`src/sv/ddo_pkg.sv`:
```
`timescale 1ns / 1ps
`default_nettype none
// ----------------------------------------------------------------------------
// ddo_pkg
// shared constants, command codes, register indexes and the cordic table
// ----------------------------------------------------------------------------
package ddo_pkg;

  localparam logic CMD_STEP = 1'b0;
  localparam logic CMD_SET_POSE = 1'b1;

  localparam logic [1:0] REG_LEFT_GAIN = 2'd0;
  localparam logic [1:0] REG_RIGHT_GAIN = 2'd1;
  localparam logic [1:0] REG_WHEEL_BASE = 2'd2;

  localparam logic [17:0] GAIN_RESET = 18'd65536;
  localparam logic [23:0] BASE_RESET = 24'd32768;

  localparam logic signed [39:0] TWO_PI_Q30 = 40'sd6746518852;
  localparam logic signed [39:0] PI_Q30 = 40'sd3373259426;
  localparam logic signed [39:0] HALF_PI_Q30 = 40'sd1686629713;
  localparam logic signed [33:0] CORDIC_K_Q30 = 34'sd652032874;

  function automatic logic [29:0] atan_q30(input logic [4:0] i);
    case (i)
      5'd0: atan_q30 = 30'h3243F6A8;
      5'd1: atan_q30 = 30'h1DAC6705;
      5'd2: atan_q30 = 30'h0FADBAFC;
      5'd3: atan_q30 = 30'h07F56EA6;
      5'd4: atan_q30 = 30'h03FEAB76;
      5'd5: atan_q30 = 30'h01FFD55B;
      5'd6: atan_q30 = 30'h00FFFAAA;
      5'd7: atan_q30 = 30'h007FFF55;
      5'd8: atan_q30 = 30'h003FFFEA;
      5'd9: atan_q30 = 30'h001FFFFD;
      5'd10: atan_q30 = 30'h000FFFFF;
      5'd11: atan_q30 = 30'h0007FFFF;
      5'd12: atan_q30 = 30'h0003FFFF;
      5'd13: atan_q30 = 30'h0001FFFF;
      5'd14: atan_q30 = 30'h0000FFFF;
      5'd15: atan_q30 = 30'h00007FFF;
      5'd16: atan_q30 = 30'h00003FFF;
      5'd17: atan_q30 = 30'h00001FFF;
      5'd18: atan_q30 = 30'h00000FFF;
      5'd19: atan_q30 = 30'h000007FF;
      5'd20: atan_q30 = 30'h000003FF;
      5'd21: atan_q30 = 30'h000001FF;
      5'd22: atan_q30 = 30'h000000FF;
      5'd23: atan_q30 = 30'h0000007F;
      5'd24: atan_q30 = 30'h0000003F;
      5'd25: atan_q30 = 30'h0000001F;
      5'd26: atan_q30 = 30'h0000000F;
      5'd27: atan_q30 = 30'h00000008;
      5'd28: atan_q30 = 30'h00000004;
      5'd29: atan_q30 = 30'h00000002;
      5'd30: atan_q30 = 30'h00000001;
      default: atan_q30 = 30'h00000000;
    endcase
  endfunction

endpackage
`default_nettype wire

```
`src/sv/ddo_if.sv`:
```
`timescale 1ns / 1ps
`default_nettype none
// ----------------------------------------------------------------------------
// ddo_if
// valid/ready channels: input items, result items and register writes
// ----------------------------------------------------------------------------
interface ddo_in_if;
  logic valid;
  logic ready;
  logic command;
  logic signed [31:0] left_speed;
  logic signed [31:0] right_speed;
  logic [23:0] step_time;
  logic signed [31:0] set_x;
  logic signed [31:0] set_y;
  logic signed [31:0] set_heading;
  modport source (output valid, command, left_speed, right_speed, step_time,
                  set_x, set_y, set_heading, input ready);
  modport sink (input valid, command, left_speed, right_speed, step_time,
                set_x, set_y, set_heading, output ready);
endinterface

interface ddo_out_if;
  logic valid;
  logic ready;
  logic signed [31:0] pos_x;
  logic signed [31:0] pos_y;
  logic signed [31:0] heading;
  logic signed [31:0] linear_speed;
  logic signed [31:0] turn_rate;
  logic saturated;
  modport source (output valid, pos_x, pos_y, heading, linear_speed, turn_rate,
                  saturated, input ready);
  modport sink (input valid, pos_x, pos_y, heading, linear_speed, turn_rate,
                saturated, output ready);
endinterface

interface ddo_cfg_if;
  logic valid;
  logic ready;
  logic [1:0] index;
  logic [31:0] data;
  modport source (output valid, index, data, input ready);
  modport sink (input valid, index, data, output ready);
endinterface
`default_nettype wire

```
`src/sv/ddo_mul.sv`:
```
`timescale 1ns / 1ps
`default_nettype none
// ----------------------------------------------------------------------------
// ddo_mul
// bit-serial signed multiplier: one multiplier bit per cycle, exact product
// ----------------------------------------------------------------------------
module ddo_mul
  import ddo_pkg::*;
(
  input  wire logic               clk,
  input  wire logic               rst,
  input  wire logic               start,
  input  wire logic signed [39:0] a,
  input  wire logic signed [39:0] b,
  output logic                    done,
  output logic signed [79:0]      prod
);
  logic [5:0] cnt;
  logic busy;
  logic signed [40:0] acc;
  logic [39:0] mb;
  logic signed [39:0] ma;
  logic signed [40:0] addend;
  logic signed [40:0] sum;

  always_comb begin
    addend = mb[0] ? {ma[39], ma} : 41'sd0;
    if (cnt == 6'd39 && mb[0]) addend = -{ma[39], ma};
    sum = acc + addend;
  end

  always_ff @(posedge clk) begin
    if (rst) begin
      busy <= 1'b0;
      done <= 1'b0;
      cnt <= '0;
    end else begin
      done <= 1'b0;
      if (start) begin
        busy <= 1'b1;
        cnt <= '0;
        acc <= '0;
        ma <= a;
        mb <= b;
      end else if (busy) begin
        acc <= sum >>> 1;
        mb <= {sum[0], mb[39:1]};
        cnt <= cnt + 6'd1;
        if (cnt == 6'd39) begin
          busy <= 1'b0;
          done <= 1'b1;
          prod <= {sum[40:0], mb[39:1]};
        end
      end
    end
  end
endmodule
`default_nettype wire

```
`src/sv/ddo_div.sv`:
```
`timescale 1ns / 1ps
`default_nettype none
// ----------------------------------------------------------------------------
// ddo_div
// restoring divider, one quotient bit per cycle, truncating toward zero
// ----------------------------------------------------------------------------
module ddo_div
  import ddo_pkg::*;
(
  input  wire logic               clk,
  input  wire logic               rst,
  input  wire logic               start,
  input  wire logic signed [49:0] num,
  input  wire logic [23:0]        den,
  output logic                    done,
  output logic signed [49:0]      quot
);
  logic busy;
  logic neg;
  logic [5:0] cnt;
  logic [49:0] q;
  logic [23:0] rem;
  logic [23:0] d;
  logic [24:0] trial;
  logic [24:0] diff;

  always_comb begin
    trial = {rem, q[49]};
    diff = trial - {1'b0, d};
  end

  always_ff @(posedge clk) begin
    if (rst) begin
      busy <= 1'b0;
      done <= 1'b0;
      cnt <= '0;
    end else begin
      done <= 1'b0;
      if (start) begin
        busy <= 1'b1;
        cnt <= '0;
        neg <= num[49];
        q <= num[49] ? -num : num;
        rem <= '0;
        d <= den;
      end else if (busy) begin
        cnt <= cnt + 6'd1;
        if (!diff[24]) begin
          rem <= diff[23:0];
          q <= {q[48:0], 1'b1};
        end else begin
          rem <= trial[23:0];
          q <= {q[48:0], 1'b0};
        end
        if (cnt == 6'd49) begin
          busy <= 1'b0;
          done <= 1'b1;
        end
      end
    end
  end

  assign quot = neg ? -$signed(q) : $signed(q);
endmodule
`default_nettype wire

```
`src/sv/ddo_cordic.sv`:
```
`timescale 1ns / 1ps
`default_nettype none
// ----------------------------------------------------------------------------
// ddo_cordic
// rotation-mode cordic, one micro-rotation per cycle, q2.30 sin and cos
// ----------------------------------------------------------------------------
module ddo_cordic
  import ddo_pkg::*;
#(
  parameter int ITER = 24
) (
  input  wire logic               clk,
  input  wire logic               rst,
  input  wire logic               start,
  input  wire logic signed [39:0] angle,
  output logic                    done,
  output logic signed [33:0]      cos_o,
  output logic signed [33:0]      sin_o
);
  logic busy;
  logic flip;
  logic [4:0] i;
  logic signed [33:0] x;
  logic signed [33:0] y;
  logic signed [39:0] r;
  logic signed [39:0] at;

  assign at = $signed({10'd0, atan_q30(i)});

  always_ff @(posedge clk) begin
    if (rst) begin
      busy <= 1'b0;
      done <= 1'b0;
    end else begin
      done <= 1'b0;
      if (start) begin
        busy <= 1'b1;
        i <= '0;
        x <= CORDIC_K_Q30;
        y <= '0;
        if (angle > HALF_PI_Q30) begin
          r <= angle - PI_Q30;
          flip <= 1'b1;
        end else if (angle < -HALF_PI_Q30) begin
          r <= angle + PI_Q30;
          flip <= 1'b1;
        end else begin
          r <= angle;
          flip <= 1'b0;
        end
      end else if (busy) begin
        if (!r[39]) begin
          x <= x - (y >>> i);
          y <= y + (x >>> i);
          r <= r - at;
        end else begin
          x <= x + (y >>> i);
          y <= y - (x >>> i);
          r <= r + at;
        end
        i <= i + 5'd1;
        if (32'(i) == ITER - 1) begin
          busy <= 1'b0;
          done <= 1'b1;
        end
      end
    end
  end

  assign cos_o = flip ? -x : x;
  assign sin_o = flip ? -y : y;
endmodule
`default_nettype wire

```
`src/sv/diff_drive_odometry_core.sv`:
```
`timescale 1ns / 1ps
`default_nettype none
// ----------------------------------------------------------------------------
// diff_drive_odometry_core
// two-wheel dead reckoning with midpoint heading, fixed point
//
// channels: item input (step or set pose), result output, register writes.
// every accepted item gives one result beat with pose, speeds, saturation.
// a set-pose item has its result valid in the cycle after accept. a step
// item runs on one shared bit-serial multiplier (six products, each with
// issue and collect), a serial divider for the turn rate (50 iterations),
// an angle reduction by repeated add/subtract of 2pi and the cordic with
// TRIG_ITERATIONS micro-rotations (at most 32), one item at a time.
// the result sits in an output register until taken; a stalled receiver
// holds the block with the result intact and no new item is taken.
// reset clears pose, speeds, gains and wheel base to their reset values.
// ----------------------------------------------------------------------------
module diff_drive_odometry_core
  import ddo_pkg::*;
#(
  parameter int TRIG_ITERATIONS = 24
) (
  input wire logic clk,
  input wire logic rst,
  ddo_in_if.sink   in_ch,
  ddo_out_if.source out_ch,
  ddo_cfg_if.sink  cfg
);
  localparam int ITER = (TRIG_ITERATIONS < 32) ? TRIG_ITERATIONS : 32;

  typedef enum logic [4:0] {
    S_IDLE, S_ML, S_WL, S_MR, S_WR, S_DIV, S_WDIV, S_MD, S_WD, S_MT, S_WT,
    S_RED, S_COR, S_WCOR, S_MX, S_WX, S_MY, S_WY, S_UPD, S_OUT
  } state_t;

  state_t state;
  logic [17:0] left_gain;
  logic [17:0] right_gain;
  logic [23:0] wheel_base;
  logic signed [31:0] x_reg, y_reg, heading_reg, speed_reg, rate_reg;
  logic signed [31:0] ls, rs, w, v, travel, dth;
  logic signed [31:0] lsp, rsp;
  logic [23:0] dt;
  logic sat;
  logic signed [39:0] mid;
  logic signed [33:0] c, s;
  logic signed [33:0] dx_sum, dy_sum;

  logic mul_start, mul_done;
  logic signed [39:0] mul_a, mul_b;
  logic signed [79:0] prod;
  logic div_start, div_done;
  logic signed [49:0] div_num, quot;
  logic cor_start, cor_done;
  logic signed [33:0] cos_o, sin_o;

  ddo_mul u_mul (.clk, .rst, .start(mul_start), .a(mul_a), .b(mul_b),
                 .done(mul_done), .prod);
  ddo_div u_div (.clk, .rst, .start(div_start), .num(div_num),
                 .den(wheel_base == 24'd0 ? 24'd1 : wheel_base),
                 .done(div_done), .quot);
  ddo_cordic #(.ITER(ITER)) u_cor (.clk, .rst, .start(cor_start), .angle(mid),
                 .done(cor_done), .cos_o, .sin_o);

  function automatic logic signed [31:0] sat32(input logic signed [79:0] val);
    if (val > 80'sd2147483647) sat32 = 32'sh7FFFFFFF;
    else if (val < -80'sd2147483648) sat32 = 32'sh80000000;
    else sat32 = val[31:0];
  endfunction

  function automatic logic ovf(input logic signed [79:0] val);
    ovf = (val > 80'sd2147483647) || (val < -80'sd2147483648);
  endfunction

  logic signed [79:0] ps16, ps20, ps12, ps30;
  logic signed [79:0] sum_x, sum_y, sum_h;
  assign ps16 = prod >>> 16;
  assign ps20 = prod >>> 20;
  assign ps12 = prod >>> 12;
  assign ps30 = prod >>> 30;
  assign sum_x = 80'(x_reg) + 80'(dx_sum);
  assign sum_y = 80'(y_reg) + 80'(dy_sum);
  assign sum_h = 80'(heading_reg) + 80'(dth);

  assign cfg.ready = (state == S_IDLE);
  assign in_ch.ready = (state == S_IDLE);
  assign out_ch.valid = (state == S_OUT);
  assign out_ch.pos_x = x_reg;
  assign out_ch.pos_y = y_reg;
  assign out_ch.heading = heading_reg;
  assign out_ch.linear_speed = speed_reg;
  assign out_ch.turn_rate = rate_reg;
  assign out_ch.saturated = sat;

  always_ff @(posedge clk) begin
    if (rst) begin
      state <= S_IDLE;
      left_gain <= GAIN_RESET;
      right_gain <= GAIN_RESET;
      wheel_base <= BASE_RESET;
      x_reg <= '0; y_reg <= '0; heading_reg <= '0;
      speed_reg <= '0; rate_reg <= '0;
      sat <= 1'b0;
      mul_start <= 1'b0; div_start <= 1'b0; cor_start <= 1'b0;
    end else begin
      mul_start <= 1'b0; div_start <= 1'b0; cor_start <= 1'b0;
      case (state)
        S_IDLE: begin
          if (cfg.valid) begin
            case (cfg.index)
              REG_LEFT_GAIN: left_gain <= cfg.data[17:0];
              REG_RIGHT_GAIN: right_gain <= cfg.data[17:0];
              REG_WHEEL_BASE: wheel_base <= cfg.data[23:0];
              default: ;
            endcase
          end
          if (in_ch.valid) begin
            sat <= 1'b0;
            lsp <= in_ch.left_speed;
            rsp <= in_ch.right_speed;
            dt <= in_ch.step_time;
            if (in_ch.command == CMD_SET_POSE) begin
              x_reg <= in_ch.set_x;
              y_reg <= in_ch.set_y;
              heading_reg <= in_ch.set_heading;
              state <= S_OUT;
            end else begin
              state <= S_ML;
            end
          end
        end
        S_ML: begin
          mul_a <= 40'(lsp); mul_b <= 40'($signed({1'b0, left_gain}));
          mul_start <= 1'b1; state <= S_WL;
        end
        S_WL: if (mul_done) begin
          ls <= sat32(ps16); if (ovf(ps16)) sat <= 1'b1; state <= S_MR;
        end
        S_MR: begin
          mul_a <= 40'(rsp); mul_b <= 40'($signed({1'b0, right_gain}));
          mul_start <= 1'b1; state <= S_WR;
        end
        S_WR: if (mul_done) begin
          rs <= sat32(ps16); if (ovf(ps16)) sat <= 1'b1; state <= S_DIV;
        end
        S_DIV: begin
          v <= 32'((33'(ls) + 33'(rs)) >>> 1);
          div_num <= (50'(rs) - 50'(ls)) <<< 16;
          div_start <= 1'b1; state <= S_WDIV;
        end
        S_WDIV: if (div_done) begin
          w <= sat32(80'(quot)); if (ovf(80'(quot))) sat <= 1'b1; state <= S_MD;
        end
        S_MD: begin
          mul_a <= 40'(v); mul_b <= 40'($signed({1'b0, dt}));
          mul_start <= 1'b1; state <= S_WD;
        end
        S_WD: if (mul_done) begin
          travel <= sat32(ps20); if (ovf(ps20)) sat <= 1'b1; state <= S_MT;
        end
        S_MT: begin
          mul_a <= 40'(w); mul_b <= 40'($signed({1'b0, dt}));
          mul_start <= 1'b1; state <= S_WT;
        end
        S_WT: if (mul_done) begin
          dth <= sat32(ps12); if (ovf(ps12)) sat <= 1'b1;
          mid <= (40'(heading_reg) + 40'(sat32(ps12) >>> 1)) <<< 6;
          state <= S_RED;
        end
        S_RED: begin
          // bring the angle into [-pi, pi], one 2pi step a cycle
          if (mid > PI_Q30) mid <= mid - TWO_PI_Q30;
          else if (mid < -PI_Q30) mid <= mid + TWO_PI_Q30;
          else begin
            cor_start <= 1'b1; state <= S_COR;
          end
        end
        S_COR: state <= S_WCOR;
        S_WCOR: if (cor_done) begin
          c <= cos_o; s <= sin_o; state <= S_MX;
        end
        S_MX: begin
          mul_a <= 40'(travel); mul_b <= 40'(c); mul_start <= 1'b1; state <= S_WX;
        end
        S_WX: if (mul_done) begin
          dx_sum <= ps30[33:0]; state <= S_MY;
        end
        S_MY: begin
          mul_a <= 40'(travel); mul_b <= 40'(s); mul_start <= 1'b1; state <= S_WY;
        end
        S_WY: if (mul_done) begin
          dy_sum <= ps30[33:0]; state <= S_UPD;
        end
        S_UPD: begin
          x_reg <= sat32(sum_x); y_reg <= sat32(sum_y);
          heading_reg <= sat32(sum_h);
          if (ovf(sum_x) || ovf(sum_y) || ovf(sum_h)) sat <= 1'b1;
          speed_reg <= v; rate_reg <= w;
          state <= S_OUT;
        end
        S_OUT: if (out_ch.ready) state <= S_IDLE;
        default: state <= S_IDLE;
      endcase
    end
  end

  // the product of travel and a unit vector, shifted down by 30, always fits 34 bits
  assert property (@(posedge clk) disable iff (rst)
    mul_done && (state == S_WX || state == S_WY) |->
      ps30 <= 80'sd8589934591 && ps30 >= -80'sd8589934592)
    else $error("rotation product overflow");
  assert property (@(posedge clk) disable iff (rst)
    state == S_OUT && !out_ch.ready |=> state == S_OUT && $stable(x_reg))
    else $error("result changed while stalled");
  assert property (@(posedge clk) disable iff (rst)
    state == S_COR |-> mid <= PI_Q30 && mid >= -PI_Q30)
    else $error("angle not reduced");
endmodule
`default_nettype wire

```
`src/flat_wrapper.sv`:
```
// flat-port wrapper written by rule: the top's interface ports become plain ports
module diff_drive_odometry_core_flat import ddo_pkg::*;
#(
  parameter int TRIG_ITERATIONS = 24
)
  (clk, rst, in_ch_valid, in_ch_command, in_ch_left_speed, in_ch_right_speed, in_ch_step_time, in_ch_set_x, in_ch_set_y, in_ch_set_heading, in_ch_ready, out_ch_valid, out_ch_pos_x, out_ch_pos_y, out_ch_heading, out_ch_linear_speed, out_ch_turn_rate, out_ch_saturated, out_ch_ready, cfg_valid, cfg_index, cfg_data, cfg_ready);
  ddo_in_if in_ch_i ();
  ddo_out_if out_ch_i ();
  ddo_cfg_if cfg_i ();
  input wire logic clk;
  input wire logic rst;
  input wire logic [$bits(in_ch_i.valid)-1:0] in_ch_valid;
  input wire logic [$bits(in_ch_i.command)-1:0] in_ch_command;
  input wire logic [$bits(in_ch_i.left_speed)-1:0] in_ch_left_speed;
  input wire logic [$bits(in_ch_i.right_speed)-1:0] in_ch_right_speed;
  input wire logic [$bits(in_ch_i.step_time)-1:0] in_ch_step_time;
  input wire logic [$bits(in_ch_i.set_x)-1:0] in_ch_set_x;
  input wire logic [$bits(in_ch_i.set_y)-1:0] in_ch_set_y;
  input wire logic [$bits(in_ch_i.set_heading)-1:0] in_ch_set_heading;
  output wire logic [$bits(in_ch_i.ready)-1:0] in_ch_ready;
  output wire logic [$bits(out_ch_i.valid)-1:0] out_ch_valid;
  output wire logic [$bits(out_ch_i.pos_x)-1:0] out_ch_pos_x;
  output wire logic [$bits(out_ch_i.pos_y)-1:0] out_ch_pos_y;
  output wire logic [$bits(out_ch_i.heading)-1:0] out_ch_heading;
  output wire logic [$bits(out_ch_i.linear_speed)-1:0] out_ch_linear_speed;
  output wire logic [$bits(out_ch_i.turn_rate)-1:0] out_ch_turn_rate;
  output wire logic [$bits(out_ch_i.saturated)-1:0] out_ch_saturated;
  input wire logic [$bits(out_ch_i.ready)-1:0] out_ch_ready;
  input wire logic [$bits(cfg_i.valid)-1:0] cfg_valid;
  input wire logic [$bits(cfg_i.index)-1:0] cfg_index;
  input wire logic [$bits(cfg_i.data)-1:0] cfg_data;
  output wire logic [$bits(cfg_i.ready)-1:0] cfg_ready;
  assign in_ch_i.valid = in_ch_valid;
  assign in_ch_i.command = in_ch_command;
  assign in_ch_i.left_speed = in_ch_left_speed;
  assign in_ch_i.right_speed = in_ch_right_speed;
  assign in_ch_i.step_time = in_ch_step_time;
  assign in_ch_i.set_x = in_ch_set_x;
  assign in_ch_i.set_y = in_ch_set_y;
  assign in_ch_i.set_heading = in_ch_set_heading;
  assign in_ch_ready = in_ch_i.ready;
  assign out_ch_valid = out_ch_i.valid;
  assign out_ch_pos_x = out_ch_i.pos_x;
  assign out_ch_pos_y = out_ch_i.pos_y;
  assign out_ch_heading = out_ch_i.heading;
  assign out_ch_linear_speed = out_ch_i.linear_speed;
  assign out_ch_turn_rate = out_ch_i.turn_rate;
  assign out_ch_saturated = out_ch_i.saturated;
  assign out_ch_i.ready = out_ch_ready;
  assign cfg_i.valid = cfg_valid;
  assign cfg_i.index = cfg_index;
  assign cfg_i.data = cfg_data;
  assign cfg_ready = cfg_i.ready;
  diff_drive_odometry_core #(.TRIG_ITERATIONS(TRIG_ITERATIONS)) u_core (.clk(clk), .rst(rst), .in_ch(in_ch_i), .out_ch(out_ch_i), .cfg(cfg_i));
endmodule
```
`config.mk`:
```
export PLATFORM = sky130hd
export DESIGN_NAME = diff_drive_odometry_core_flat
export DESIGN_NICKNAME = d
export VERILOG_FILES = /design/src/sv/ddo_pkg.sv /design/src/sv/ddo_if.sv /design/src/sv/ddo_mul.sv /design/src/sv/ddo_div.sv /design/src/sv/ddo_cordic.sv /design/src/sv/diff_drive_odometry_core.sv /design/src/flat_wrapper.sv
export SDC_FILE = /design/constraint.sdc
export NUM_CORES = 2
export LEC_CHECK = 0
export BUFFER_PORTS_ARGS = -buffer_cell sky130_fd_sc_hd__clkbuf_2
export CAP_MARGIN = 20
export CORE_ASPECT_RATIO = 0.8
export CORE_MARGIN = 2
export CORE_UTILIZATION = 63
export CTS_CLUSTER_DIAMETER = 150
export DETAILED_ROUTE_END_ITERATION = 10
export PLACE_DENSITY = 0.82
export SLEW_MARGIN = 20
export SYNTH_ARGS = -nofsm -noshare
export SYNTH_HDL_FRONTEND = slang
export SYNTH_SLANG_ARGS = --single-unit
```
`constraint.sdc`:
```
create_clock -name clk -period 9.9 [get_ports clk]
set_input_delay 0.99 -clock clk [delete_from_list [all_inputs] [get_ports clk]]
set_output_delay 0.99 -clock clk [all_outputs]
set_load 0.03 [all_outputs]
```
==> run summary <==
Syn Inst Count - 7,993
Most used cell, CP - o21ai_0
Post-synth top cells - nand2_1, edfxtp_1, a21oi_1
Worst Hold Class - in -> reg
Final core occ - 69.13%
CTS tree - yes
Crit path max-delay cell type - edfxtp_1
Worst-Skew Late Latency - 780 ps
Post-synth top area share - 36.60%
Required @ worst endpoint - 10,420 ps
P per Cell Area - 172.5 nW/um^2
Most numerous cell in the Yosys netlist - nand2_1
Die W - 396.4 um
Synthesized Nets - 8,654
Number of detailed-route iterations in the first pass - 9
Worst setup path end - u_core.u_cor.x[32]
R2R Setup Slk - 2120 ps
WL final - 246,200 um
Critical path type - reg -> reg
Buf/Inv on CP - 2
Clock skew - 40.73 ps
FF+latch count, synth - 1,223
Total Routing Usage GR - 37.87%
Post-CTS setup repair buffer count - 0
Post-CTS Resized - 0
Post-synthesis adder-cell area fraction - 7.200%
First-pass GRT wire length - 368,800 um
Core box area - 122,600 sq um
Std-Cell Rows - 115
Wire per inst - 24.93 um
Biggest register - u_core.u_mul.prod
Maxcap violations - 0
DRC - 0
DIE HEIGHT - 317.9 um
Pleak - 32.31 nW
Tcrit/Tclk final - 78.61%
Min cycle time layout - 7783 ps
Hold path start - in_ch_left_speed[21]
IO buf count - 379
# setup viols final - 0
RSZ-0062 raised after global routing - no
Worst EP arrival - 8300 ps
Area Growth Syn to Fin - 9.202%
I/O pins - 388
Clk slew on worst S/H paths - 70 ps
Largest fanout on the critical path - 28
Post-cts hold buffer count - 0
VDD IR max - 0.1829 mV
RR Startpoint - u_core.u_cor.i[2]
Synth Area in XOR/XNOR - 7.031%
Setup crit end kind - flop
Largest net degree at the start of global routing - 119
Ys flop type - edfxtp_1
Setup tns final - 0 ps
Max incr delay on CP - 920 ps
Fillcell total - 9,421
Final Hold Fails - 0
Top cells by area, synth - edfxtp_1, dfxtp_1, ha_1, nand2_1, a21oi_1
Avg Cell Area, Syn - 9.710 sq um
CTS buffer count - 119
Worst reg2reg path endpoint - u_core.u_cor.x[32]
Distinct cells, synth - 100
Yosys warnings - 0
Final net count - 8,772
Fraction of layout cells with a size suffix above 1 - 11.54%
Cell taking the most area after synthesis - edfxtp_1
Antenna-violating nets left - 0
Worst-case clock buffer depth - 3
Slew Limit Fails - 0
Vias per inst - 6.688
HPWL after detailed placement - 179,100 um
Crit start category - flop
EDFF count, synth - 946
Worst path depth - 21
Crit path from - u_core.u_cor.i[2]
Synth Area in Compound Gates - 18.05%
Cell Area, Synth - 77,610 sq um
Fmax - 128.5 MHz
Clk sinks - 1,223
Vias in the first global route - 60,880
Antenna violations before repair - 18
Simple-gate share of the synthesized area - 15.66%
Sequential area share after synthesis - 43.75%
Root Driver - clkbuf_16
Path depth of the worst reg2reg path - 21
Largest family of logic cells by synthesized area - compound AO/OA/AOI/OAI gates
Outcome - finished clean
Worst-Margin Slew - 1148 ps
CP Cell Sequence - buf_4, mux4_2, mux2_2, a211oi_1, ha_1, inv_1, a211oi_1, and4_1, nor4b_2, and4_1, nor2_1, xnor2_1, ha_1, and3_1, a311oi_1, o21ai_0, a221o_1, a221oi_1, o21ai_0, o21ai_0, mux2_2
Number of DRC markers in iteration 0 - 9,001
Post-synthesis mux area share - 4.711%
Total congestion overflow - 0
H-tree depth - 3
Top Registers - u_core.u_mul.prod (68), u_core.u_div.q (50)
GPL Wtd Cong - 0.9887
Die Area - 126,000 sq um
Initial Util - 63.31%
Post-synth ARST share - 0%
Max transition margin - 23.44%
Flip-flop count of the largest register after layout - 68
Via count - 66,050
CP top delay family - compound AO/OA/AOI/OAI gates
[worst min path at each step]
stage                                      to  cells after the start
after floorplan            u_core.u_mul.ma[0]                      0
after global placement    u_core.u_mul.ma[10]                      0
after detailed placement   u_core.u_mul.ma[5]                      0
after CTS                      u_core.lsp[21]                      1
after global routing            u_core.rsp[6]                      1
final                          u_core.lsp[21]                      1
[worst reg2reg max path, cell delays in order, from the launching register on]
cell	delay, ps
edfxtp_1	920
buf_4	520
mux4_2	590
mux2_2	310
a211oi_1	610
ha_1	320
inv_1	50
a211oi_1	170
and4_1	300
nor4b_2	490
and4_1	320
nor2_1	70
xnor2_1	230
ha_1	330
and3_1	230
a311oi_1	250
o21ai_0	270
a221o_1	400
a221oi_1	530
o21ai_0	170
o21ai_0	110
mux2_2	350
[report_power, final]
group	switching (W)	leakage, nW	internal [W]
Sequential	0.000332	10.8	0.00607
Clock	0.00213	2.02	0.00267
Combinational	0.00221	19.5	0.00122
Total	0.00467	32.3	0.00995
[final cells by class]
| type | instances | area, sq um | share of cell area [%] |
|---|---|---|---|
| antenna | 20 | 50.05 | 0.05905 |
| clock buffer | 164 | 3455 | 4.076 |
| clock inverter | 64 | 659.4 | 0.7780 |
| inverter | 245 | 922.1 | 1.088 |
| multi-input combinational | 6062 | 41090 | 48.49 |
| sequential | 1223 | 33960 | 40.08 |
| tap | 1638 | 2049 | 2.418 |
| timing repair buffer | 460 | 2556 | 3.016 |
[placed cells by master, fill, tap and decap left out, types with 31 or more instances in the layout]
master / instances
a21boi_0: 35
or2_2: 35
mux4_2: 86
and2_1: 64
ha_1: 425
nand4_1: 59
nor2b_1: 123
nor2_1: 621
dfxtp_1: 274
xnor2_1: 363
a311oi_1: 50
mux2i_1: 93
o21a_1: 61
o22ai_1: 31
o31ai_1: 80
o21ai_0: 381
clkbuf_2: 378
a221oi_1: 48
edfxtp_1: 946
or3_1: 62
buf_4: 77
a21oi_1: 674
o21bai_1: 72
a211oi_1: 50
a31oi_1: 139
nor4_1: 57
a222oi_1: 59
mux2_2: 70
inv_1: 242
nand2b_1: 111
nor3_1: 120
clkbuf_16: 125
nand2_1: 988
or4_1: 41
xor2_1: 260
a21o_1: 176
and3_1: 45
nand3_1: 125
[stage by stage]
step	cells	setup WS, ps	power [W]	instance area, sq um	hold WS, ps
CTS	9854	2280	0.01456	84660	349.4
detailed placement	9626	2328	0.009823	80550	404.5
global route	9861	1763	0.01515	84710	361.5
floorplan	7993	1149	0.008781	77610	400.3
global placement	9626	2400	0.009725	80530	404.4
finish	9876	2117	0.01462	84750	385.4
[layer usage]
metal  vias up  wire length [um]  GRT usage, %
met5         -               311             0
met1     31940            101300         56.25
met3       463             31230         8.311
met4         4              7828         10.82
met2      3831            105600         55.63
li1      29820                 -             -
[cell families (layout without fill, tap and decap cells)]
| group | Yosys count | in the layout |
|---|---|---|
| AO/OA/AOI/OAI | 2158 | 2158 |
| XOR/XNOR | 623 | 623 |
| adder cells (fa/ha/maj) | 440 | 440 |
| buffers and inverters | 708 | 933 |
| flip-flops | 1223 | 1223 |
| multiplexers | 249 | 249 |
| other | 0 | 20 |
| AND/OR/NAND/NOR | 2592 | 2592 |
(Power assumes the default switching activity.)
